## src/design/deg_pkg.sv

```systemverilog
package deg_pkg;

  localparam int LEVEL_FRAC_BITS = 24;
  localparam int FRAME_BITS = 24;

  // Configuration register indexes.
  localparam int CFG_IDX_W = 3;
  localparam logic [CFG_IDX_W-1:0] CFG_DELAY_FRAMES  = 3'd0;
  localparam logic [CFG_IDX_W-1:0] CFG_ATTACK_FRAMES = 3'd1;
  localparam logic [CFG_IDX_W-1:0] CFG_ATTACK_RATE   = 3'd2;
  localparam logic [CFG_IDX_W-1:0] CFG_HOLD_FRAMES   = 3'd3;
  localparam logic [CFG_IDX_W-1:0] CFG_DECAY_FRAMES  = 3'd4;
  localparam logic [CFG_IDX_W-1:0] CFG_DECAY_RATE    = 3'd5;
  localparam logic [CFG_IDX_W-1:0] CFG_SUSTAIN_LEVEL = 3'd6;
  localparam logic [CFG_IDX_W-1:0] CFG_LOG_MODE      = 3'd7;

  // Item function codes.
  localparam int FUNC_W = 2;
  localparam logic [FUNC_W-1:0] FUNC_TICK    = 2'd0;
  localparam logic [FUNC_W-1:0] FUNC_START   = 2'd1;
  localparam logic [FUNC_W-1:0] FUNC_RELEASE = 2'd2;

  localparam int STAGE_W = 3;

  typedef enum logic [STAGE_W-1:0] {
    ST_OFF     = 3'd0,
    ST_DELAY   = 3'd1,
    ST_ATTACK  = 3'd2,
    ST_HOLD    = 3'd3,
    ST_DECAY   = 3'd4,
    ST_SUSTAIN = 3'd5,
    ST_RELEASE = 3'd6
  } stage_t;

endpackage

```

## src/design/deg_engine.sv

```systemverilog
module deg_engine #(
  parameter int LEVEL_FRAC_BITS = deg_pkg::LEVEL_FRAC_BITS,
  parameter int FRAME_BITS = deg_pkg::FRAME_BITS
) (
  input  logic                              clk,
  input  logic                              rst,
  input  logic                              en,
  input  logic [deg_pkg::FUNC_W-1:0]        func,
  input  logic [FRAME_BITS-1:0]             release_frames,
  input  logic [LEVEL_FRAC_BITS:0]          release_rate,
  input  logic [FRAME_BITS-1:0]             delay_frames,
  input  logic [FRAME_BITS-1:0]             attack_frames,
  input  logic [LEVEL_FRAC_BITS:0]          attack_rate,
  input  logic [FRAME_BITS-1:0]             hold_frames,
  input  logic [FRAME_BITS-1:0]             decay_frames,
  input  logic [LEVEL_FRAC_BITS:0]          decay_rate,
  input  logic [LEVEL_FRAC_BITS:0]          sustain_level,
  input  logic                              log_mode,
  output logic [LEVEL_FRAC_BITS:0]          level,
  output logic [deg_pkg::STAGE_W-1:0]       stage,
  output logic                              ended
);

  localparam int LW = LEVEL_FRAC_BITS + 1;
  localparam logic [63:0] ONE64 = 64'd1 << LEVEL_FRAC_BITS;
  localparam logic [LW-1:0] ONE = LW'(ONE64);
  localparam logic [LW-1:0] LOG_FLOOR = LW'((ONE64 + 64'd50000) / 64'd100000);

  deg_pkg::stage_t         env_stage, env_stage_next;
  logic [LW-1:0]           env_level, env_level_next;
  logic [FRAME_BITS-1:0]   frames_left, frames_left_next;
  logic [LW-1:0]           env_step, env_step_next;
  logic                    ended_next;

  // Sustain register above full scale is used as full scale.
  logic [LW-1:0] sus;
  assign sus = (sustain_level > ONE) ? ONE : sustain_level;

  // Entry chain: each stage falls through to the next when its length is zero.
  deg_pkg::stage_t         ds_stage, hl_stage, at_stage, st_stage;
  logic [LW-1:0]           ds_level, hl_level, at_level, st_level;
  logic [LW-1:0]           ds_step, hl_step, at_step, st_step;
  logic [FRAME_BITS-1:0]   ds_left, hl_left, at_left, st_left;

  always_comb begin
    if (decay_frames != '0 && sus < ONE) begin
      ds_stage = deg_pkg::ST_DECAY;
      ds_level = ONE;
      ds_step  = decay_rate;
      ds_left  = decay_frames;
    end else begin
      ds_stage = deg_pkg::ST_SUSTAIN;
      ds_level = sus;
      ds_step  = '0;
      ds_left  = '0;
    end
    if (hold_frames != '0) begin
      hl_stage = deg_pkg::ST_HOLD;
      hl_level = ONE;
      hl_step  = '0;
      hl_left  = hold_frames;
    end else begin
      hl_stage = ds_stage;
      hl_level = ds_level;
      hl_step  = ds_step;
      hl_left  = ds_left;
    end
    if (attack_frames != '0) begin
      at_stage = deg_pkg::ST_ATTACK;
      at_level = '0;
      at_step  = attack_rate;
      at_left  = attack_frames;
    end else begin
      at_stage = hl_stage;
      at_level = hl_level;
      at_step  = hl_step;
      at_left  = hl_left;
    end
    if (delay_frames != '0) begin
      st_stage = deg_pkg::ST_DELAY;
      st_level = '0;
      st_step  = '0;
      st_left  = delay_frames;
    end else begin
      st_stage = at_stage;
      st_level = at_level;
      st_step  = at_step;
      st_left  = at_left;
    end
  end

  // Frame count-down shared by all timed stages.
  logic                  cd_done;
  logic [FRAME_BITS-1:0] cd_left;
  assign cd_done = (frames_left <= FRAME_BITS'(1));
  assign cd_left = cd_done ? '0 : frames_left - FRAME_BITS'(1);

  // Attack ramp with saturation at full scale.
  logic [LW:0]   att_sum;
  logic [LW-1:0] att_level;
  assign att_sum   = {1'b0, env_level} + {1'b0, env_step};
  assign att_level = (att_sum > {1'b0, ONE}) ? ONE : att_sum[LW-1:0];

  // Decay and release slope: multiply or subtract.
  logic [2*LW-1:0] prod;
  logic [2*LW-1:0] prod_sh;
  logic [LW-1:0]   slope_level;
  assign prod    = {{LW{1'b0}}, env_level} * {{LW{1'b0}}, env_step};
  assign prod_sh = prod >> LEVEL_FRAC_BITS;
  always_comb begin
    if (log_mode) begin
      slope_level = (prod_sh > {{LW{1'b0}}, ONE}) ? ONE : prod_sh[LW-1:0];
    end else begin
      slope_level = (env_level > env_step) ? env_level - env_step : '0;
    end
  end

  logic rel_done;
  assign rel_done = cd_done ||
                    (log_mode ? (slope_level <= LOG_FLOOR) : (slope_level == '0));

  always_comb begin
    env_stage_next   = env_stage;
    env_level_next   = env_level;
    frames_left_next = frames_left;
    env_step_next    = env_step;
    ended_next       = 1'b0;
    case (func)
      deg_pkg::FUNC_TICK: begin
        case (env_stage)
          deg_pkg::ST_DELAY: begin
            if (cd_done) begin
              env_stage_next   = at_stage;
              env_level_next   = at_level;
              env_step_next    = at_step;
              frames_left_next = at_left;
            end else begin
              frames_left_next = cd_left;
            end
          end
          deg_pkg::ST_ATTACK: begin
            if (cd_done) begin
              env_stage_next   = hl_stage;
              env_level_next   = hl_level;
              env_step_next    = hl_step;
              frames_left_next = hl_left;
            end else begin
              env_level_next   = att_level;
              frames_left_next = cd_left;
            end
          end
          deg_pkg::ST_HOLD: begin
            if (cd_done) begin
              env_stage_next   = ds_stage;
              env_level_next   = ds_level;
              env_step_next    = ds_step;
              frames_left_next = ds_left;
            end else begin
              frames_left_next = cd_left;
            end
          end
          deg_pkg::ST_DECAY: begin
            frames_left_next = cd_left;
            if (cd_done) begin
              env_stage_next = deg_pkg::ST_SUSTAIN;
              env_level_next = sus;
              env_step_next  = '0;
            end else begin
              env_level_next = slope_level;
            end
          end
          deg_pkg::ST_RELEASE: begin
            if (rel_done) begin
              env_stage_next   = deg_pkg::ST_OFF;
              env_level_next   = '0;
              env_step_next    = '0;
              frames_left_next = '0;
              ended_next       = 1'b1;
            end else begin
              env_level_next   = slope_level;
              frames_left_next = cd_left;
            end
          end
          default: begin
          end
        endcase
      end
      deg_pkg::FUNC_START: begin
        env_stage_next   = st_stage;
        env_level_next   = st_level;
        env_step_next    = st_step;
        frames_left_next = st_left;
      end
      deg_pkg::FUNC_RELEASE: begin
        if (env_stage != deg_pkg::ST_OFF) begin
          env_stage_next   = deg_pkg::ST_RELEASE;
          frames_left_next = (release_frames == '0) ? FRAME_BITS'(1) : release_frames;
          env_step_next    = release_rate;
        end
      end
      default: begin
      end
    endcase
  end

  // The state registers double as the result register: they only move when
  // the previous result has been taken.
  always_ff @(posedge clk) begin
    if (rst) begin
      env_stage   <= deg_pkg::ST_OFF;
      env_level   <= '0;
      frames_left <= '0;
      env_step    <= '0;
      ended       <= 1'b0;
    end else if (en) begin
      env_stage   <= env_stage_next;
      env_level   <= env_level_next;
      frames_left <= frames_left_next;
      env_step    <= env_step_next;
      ended       <= ended_next;
    end
  end

  assign level = env_level;
  assign stage = env_stage;

`ifndef ASSERT_OFF
  a_ended_retired: assert property (@(posedge clk) disable iff (rst)
    ended |-> (env_stage == deg_pkg::ST_OFF) && (env_level == '0))
    else $error("ended set while voice still active");

  a_level_max: assert property (@(posedge clk) disable iff (rst)
    env_level <= ONE)
    else $error("envelope level above full scale");

  a_hold_when_idle: assert property (@(posedge clk) disable iff (rst)
    !en |=> $stable(env_stage) && $stable(env_level) && $stable(ended))
    else $error("envelope state moved without a transaction");

  a_delay_silent: assert property (@(posedge clk) disable iff (rst)
    env_stage == deg_pkg::ST_DELAY |-> env_level == '0)
    else $error("nonzero level in delay stage");

  a_off_no_end: assert property (@(posedge clk) disable iff (rst)
    en && env_stage == deg_pkg::ST_OFF |=> !ended)
    else $error("inactive voice flagged as ended");
`endif

endmodule

```

## src/design/dahdsr_envelope_generator_unit.sv

```systemverilog
// Single-voice DAHDSR envelope. Each input transaction is a tick, a note start
// or a release; each produces exactly one output transaction carrying the level
// (unsigned, LEVEL_FRAC_BITS fractional bits, full scale is 1 << LEVEL_FRAC_BITS),
// the stage after the item and an ended flag. An accepted item waits in the input
// register and is applied to the envelope state registers, which double as the
// result register, once any previous result is taken. One item is accepted every
// cycle while the output side keeps taking results; the rate is set by the single
// envelope state update, which runs once per cycle behind the input register. The
// user must write the configuration registers through the cfg channel (always
// ready) only while no item is in flight; the block itself does not enforce this.
module dahdsr_envelope_generator_unit #(
  parameter int LEVEL_FRAC_BITS = deg_pkg::LEVEL_FRAC_BITS,
  parameter int FRAME_BITS = deg_pkg::FRAME_BITS
) (
  input  logic                                clk,
  input  logic                                rst,
  input  logic                                s_axis_tvalid,
  output logic                                s_axis_tready,
  // release_frames, release_rate, zero padding
  input  logic [((FRAME_BITS+LEVEL_FRAC_BITS+8)/8)*8-1:0] s_axis_tdata,
  // func
  input  logic [deg_pkg::FUNC_W-1:0]          s_axis_tuser,
  output logic                                m_axis_tvalid,
  input  logic                                m_axis_tready,
  // level, zero padding
  output logic [((LEVEL_FRAC_BITS+8)/8)*8-1:0] m_axis_tdata,
  // stage, ended
  output logic [deg_pkg::STAGE_W:0]           m_axis_tuser,
  input  logic                                cfg_valid,
  output logic                                cfg_ready,
  input  logic [deg_pkg::CFG_IDX_W-1:0]       cfg_index,
  input  logic [((FRAME_BITS > LEVEL_FRAC_BITS+1) ? FRAME_BITS : LEVEL_FRAC_BITS+1)-1:0]
                                              cfg_data
);

  localparam int LW = LEVEL_FRAC_BITS + 1;
  localparam int FW = FRAME_BITS;
  localparam int OUT_W = ((LEVEL_FRAC_BITS + 8) / 8) * 8;
  localparam logic [LW-1:0] ONE = LW'(1) << LEVEL_FRAC_BITS;

  // Configuration registers.
  logic [FW-1:0] delay_frames, attack_frames, hold_frames, decay_frames;
  logic [LW-1:0] attack_rate, decay_rate, sustain_level;
  logic          log_mode;

  assign cfg_ready = 1'b1;

  always_ff @(posedge clk) begin
    if (rst) begin
      delay_frames  <= '0;
      attack_frames <= '0;
      attack_rate   <= '0;
      hold_frames   <= '0;
      decay_frames  <= '0;
      decay_rate    <= '0;
      sustain_level <= ONE;
      log_mode      <= 1'b0;
    end else if (cfg_valid && cfg_ready) begin
      case (cfg_index)
        deg_pkg::CFG_DELAY_FRAMES:  delay_frames  <= cfg_data[FW-1:0];
        deg_pkg::CFG_ATTACK_FRAMES: attack_frames <= cfg_data[FW-1:0];
        deg_pkg::CFG_ATTACK_RATE:   attack_rate   <= cfg_data[LW-1:0];
        deg_pkg::CFG_HOLD_FRAMES:   hold_frames   <= cfg_data[FW-1:0];
        deg_pkg::CFG_DECAY_FRAMES:  decay_frames  <= cfg_data[FW-1:0];
        deg_pkg::CFG_DECAY_RATE:    decay_rate    <= cfg_data[LW-1:0];
        deg_pkg::CFG_SUSTAIN_LEVEL: sustain_level <= cfg_data[LW-1:0];
        deg_pkg::CFG_LOG_MODE:      log_mode      <= cfg_data[0];
        default: begin
        end
      endcase
    end
  end

  // Input register.
  logic                        in_valid;
  logic [deg_pkg::FUNC_W-1:0]  in_func;
  logic [FW-1:0]               in_rel_frames;
  logic [LW-1:0]               in_rel_rate;
  logic                        out_valid;
  logic                        advance;

  assign advance       = in_valid && (!out_valid || m_axis_tready);
  assign s_axis_tready = !in_valid || advance;

  always_ff @(posedge clk) begin
    if (rst) begin
      in_valid <= 1'b0;
    end else if (s_axis_tready) begin
      in_valid <= s_axis_tvalid;
    end
  end

  always_ff @(posedge clk) begin
    if (s_axis_tvalid && s_axis_tready) begin
      in_func       <= s_axis_tuser;
      in_rel_frames <= s_axis_tdata[FW-1:0];
      in_rel_rate   <= s_axis_tdata[FW+LW-1:FW];
    end
  end

  always_ff @(posedge clk) begin
    if (rst) begin
      out_valid <= 1'b0;
    end else if (advance) begin
      out_valid <= 1'b1;
    end else if (m_axis_tready) begin
      out_valid <= 1'b0;
    end
  end

  logic [LW-1:0]                level;
  logic [deg_pkg::STAGE_W-1:0]  stage;
  logic                         ended;

  deg_engine #(
    .LEVEL_FRAC_BITS(LEVEL_FRAC_BITS),
    .FRAME_BITS(FRAME_BITS)
  ) u_engine (
    .clk(clk),
    .rst(rst),
    .en(advance),
    .func(in_func),
    .release_frames(in_rel_frames),
    .release_rate(in_rel_rate),
    .delay_frames(delay_frames),
    .attack_frames(attack_frames),
    .attack_rate(attack_rate),
    .hold_frames(hold_frames),
    .decay_frames(decay_frames),
    .decay_rate(decay_rate),
    .sustain_level(sustain_level),
    .log_mode(log_mode),
    .level(level),
    .stage(stage),
    .ended(ended)
  );

  assign m_axis_tvalid = out_valid;
  assign m_axis_tdata  = OUT_W'(level);
  assign m_axis_tuser  = {ended, stage};

endmodule

```

## config.mk

```make
export PLATFORM = sky130hd
export DESIGN_NAME = dahdsr_envelope_generator_unit
export DESIGN_NICKNAME = d
export VERILOG_FILES = /design/src/design/deg_pkg.sv /design/src/design/deg_engine.sv /design/src/design/dahdsr_envelope_generator_unit.sv
export SDC_FILE = /design/constraint.sdc
export NUM_CORES = 2
export LEC_CHECK = 0
export BUFFER_PORTS_ARGS = -buffer_cell sky130_fd_sc_hd__buf_2
export CAP_MARGIN = 15
export CORE_MARGIN = 1.5
export CORE_UTILIZATION = 45
export CTS_CLUSTER_DIAMETER = 150
export DETAILED_ROUTE_END_ITERATION = 6
export GPL_ROUTABILITY_DRIVEN = 0
export PLACE_DENSITY = 0.64
export SYNTH_ARGS = -nofsm -noshare
export SYNTH_HDL_FRONTEND = slang
export SYNTH_SLANG_ARGS = --single-unit
```

## constraint.sdc

```tcl
create_clock -name clk -period 9.9 [get_ports clk]
set_input_delay 1.485 -clock clk [delete_from_list [all_inputs] [get_ports clk]]
set_output_delay 1.485 -clock clk [all_outputs]
set_load 0.005 [all_outputs]
```

==> flow_summary.toml <==
[status]
status = "complete, no violations"

[floorplan]
die_h_um = 297
die_area_mm2 = 0.0883
die_w_um = 297
num_rows = 107
io_pins = 130
coreArea_mm2 = 0.0854
initial_core_util_pct = 45.6

[place]
hpwl_um = 101000
portBuffers = 114

[global_route]
grt_pass1_wl_um = 205000
grt_max_degree = 89
grt_pass1_vias = 34200
grt-ovfl-total = 0
gr-usage-all-layers_pct = 29.6
antenna_found_initial = 0

[power]
finalPower_mw = 3.84
vdd_ir_drop_max_uv = 168
p_leak_nw = 18.6
power_density_mw_per_mm2 = 91.3

[yosys]
synth.cell_area_mm2 = 0.0389
syn_inst = 4755
synth_cell_types = 101
ys.warnings.count = 0
syn_area_per_cell_um2 = 8.19
ys_ff_latch = 303
seq_area_frac_synth_pct = 16.9
ys.flop_type = "dfxtp_1"
synth_edf_count = 51
synth_async_sr_flop_share_pct = 0

[timing]
fin_crit_sh_pct = 94.4
setup_violations = 0
report.final.slew_viol_count = 0
setup-tns-final_ns = 0
worst_slew_pin_slew_ns = 1.18
fin_worst_skew_ns = 0.0273
rsz0062_at_grt = "no"
layout_min_cycle_time_ns = 9.34
finalHoldViolCount = 0
max_slew_margin_pct = 21.1
fmax_ghz = 0.107

[clock_network]
postCtsSetupRepairBufs = 0
cts_resized = 0
cts_tree = "yes"
clock_latency_ns = 0.57
clk_pin_slew_worst_paths_ns = 0.06
cts_max_level = 2
clockRootBuffer = "clkbuf_16"
cts_buffer_depth = 3
cts_buffers = 36
hold_buffers = 0
clock-sinks = 303

[cells_and_area]
fin_nets = 5619
syn2layout_area_growth_pct = 8.13
antenna_cells = 0
drive_gt1_share_pct = 7.62

[route]
drtIter0Drc = 3820
avgViaCountPerCell = 5.87
vias = 34800
drt-wirelength-per-cell_um = 22.2
drtPass1Iterations = 6
wl_um = 131000
ant_nets = 0
drc_errors = 0

[worst_setup_path]
setup.worst_path.end_class = "register"
start_kind = "register"
required_ns = 10.35
crit_path_max_fanout = 19
criticalPathCategory = "reg2reg"
cp_slowest_cell = "dfxtp_1"
arrival_ns = 9.79
worst_path_most_repeated_cell = "fa_1"
cp_slowest_stage_delay_ns = 0.95

[flow_run]
max-cap-violations = 0

[min_path]
min_path_type = "reg2reg"
## report_power, final
| part | total, mW | switching (mW) | internal (mW) |
|---|---|---|---|
| logic | 1.09 | 0.752 | 0.336 |
| registers | 1.36 | 0.0679 | 1.30 |
| clock network | 1.39 | 0.595 | 0.796 |
## metrics by stage
stage	instance area, µm²	util (%)	std cells	hold WS (ns)	setup WS (ns)
final	42100	49.3	5934	0.459	0.556
after global routing	42100	49.3	5934	0.478	0.218
after CTS	42100	49.2	5933	0.458	0.698
after detailed placement	40800	47.8	5868	0.450	0.744
after global placement	40800	47.8	5868	0.446	0.748
after floorplan	38900	-	4761	0.437	1.97
## worst max-delay path, delay by kind of cell, from the launching register on
kind                       cells  cell delay (ns)
adders and majority gates      9             4.34
xor gates and xnor gates       1             0.19
AOI/OAI and AO/OA              9             2.08
buffers and inverters          6             0.58
DFF                            1             0.95
and+or+nand+nor                3             1.06
## per-layer routing
metal | global-route usage [%] | part of all wire, % | routed length [µm]
met1 | 41.4 | 42 | 55000
met2 | 46.5 | 45 | 58900
met3 | 4.69 | 9.5 | 12400
met4 | 9.94 | 3.9 | 5080
met5 | 0 | 0 | 0
## state kept, by name, summed over array words and instances, names as in the netlist, 2 cells and up
name / cells
attack_rate: 25
decay_rate: 25
in_rel_rate: 25
sustain_level: 25
u_engine.env_step: 25
u_engine.level: 25
attack_frames: 24
decay_frames: 24
delay_frames: 24
hold_frames: 24
in_rel_frames: 24
u_engine.frames_left: 24
u_engine.stage: 3
in_func: 2
## Yosys cell counts, types with 30 or more instances
| cell type | n | area, µm² |
|---|---|---|
| edfxtp_1 | 51 | 1530 |
| a21oi_1 | 394 | 1970 |
| o21bai_1 | 36 | 270 |
| clkbuf_1 | 231 | 867 |
| nand4_1 | 30 | 188 |
| nand3_1 | 53 | 265 |
| a211oi_1 | 31 | 233 |
| fa_1 | 527 | 10600 |
| dfxtp_1 | 252 | 5040 |
| inv_1 | 651 | 2440 |
| and2_1 | 310 | 1940 |
| a22o_1 | 32 | 280 |
| mux2i_1 | 33 | 330 |
| nor3_1 | 64 | 320 |
| nor4_1 | 55 | 344 |
| xnor2_1 | 56 | 490 |
| nand2_1 | 794 | 2980 |
| a221oi_1 | 89 | 780 |
| nor2_1 | 258 | 968 |
| ha_1 | 238 | 2980 |
| o21ai_0 | 121 | 606 |
## placed cells by master (no fill, tap or decap), drive strengths merged, types with 37 or more instances in the layout
cell | synthesis | final
a21oi | 398 | 398
a221oi | 90 | 90
and2 | 311 | 311
buf | 50 | 245
clkbuf | 231 | 44
dfxtp | 252 | 252
edfxtp | 51 | 51
fa | 527 | 527
ha | 238 | 238
inv | 658 | 660
nand2 | 794 | 794
nand3 | 53 | 53
nor2 | 260 | 260
nor3 | 67 | 67
nor4 | 56 | 56
o21ai | 136 | 136
o21bai | 37 | 37
xnor2 | 57 | 57
## cell families after synthesis
family	after synthesis	share of synthesized area, %
AND/OR/NAND/NOR	1674	20.1
AO/OA/AOI/OAI	955	16.1
buffers and inverters	942	9.43
adder cells (fa/ha/maj)	765	34.8
flip-flops	303	16.9
XOR/XNOR	80	1.82
multiplexers	34	0.878
other	2	0.0193
## final cells by class
| type | instances | area (µm²) |
|---|---|---|
| flip-flops and latches | 303 | 6580 |
| clock inverters | 21 | 224 |
| fillers | 8462 | 43300 |
| clock buffers | 44 | 1010 |
| repair buffers | 245 | 1610 |
| inverters | 661 | 2480 |
| multi-input cells | 3516 | 28800 |
| well taps | 1144 | 1430 |
## final timing paths
| kind | start | end | slack (ns) | depth (start not counted) |
|---|---|---|---|---|
| worst max register to register | u_engine.env_step[8] | u_engine.frames_left[12] | 0.56 | 28 |
| worst min register to register | attack_rate[0] | attack_rate[0] | 0.46 | 2 |
| worst min-delay path | attack_rate[0] | attack_rate[0] | 0.46 | 2 |
| worst max-delay path | u_engine.env_step[8] | u_engine.frames_left[12] | 0.56 | 28 |
Note: power is estimated with default switching activity, not from simulation.
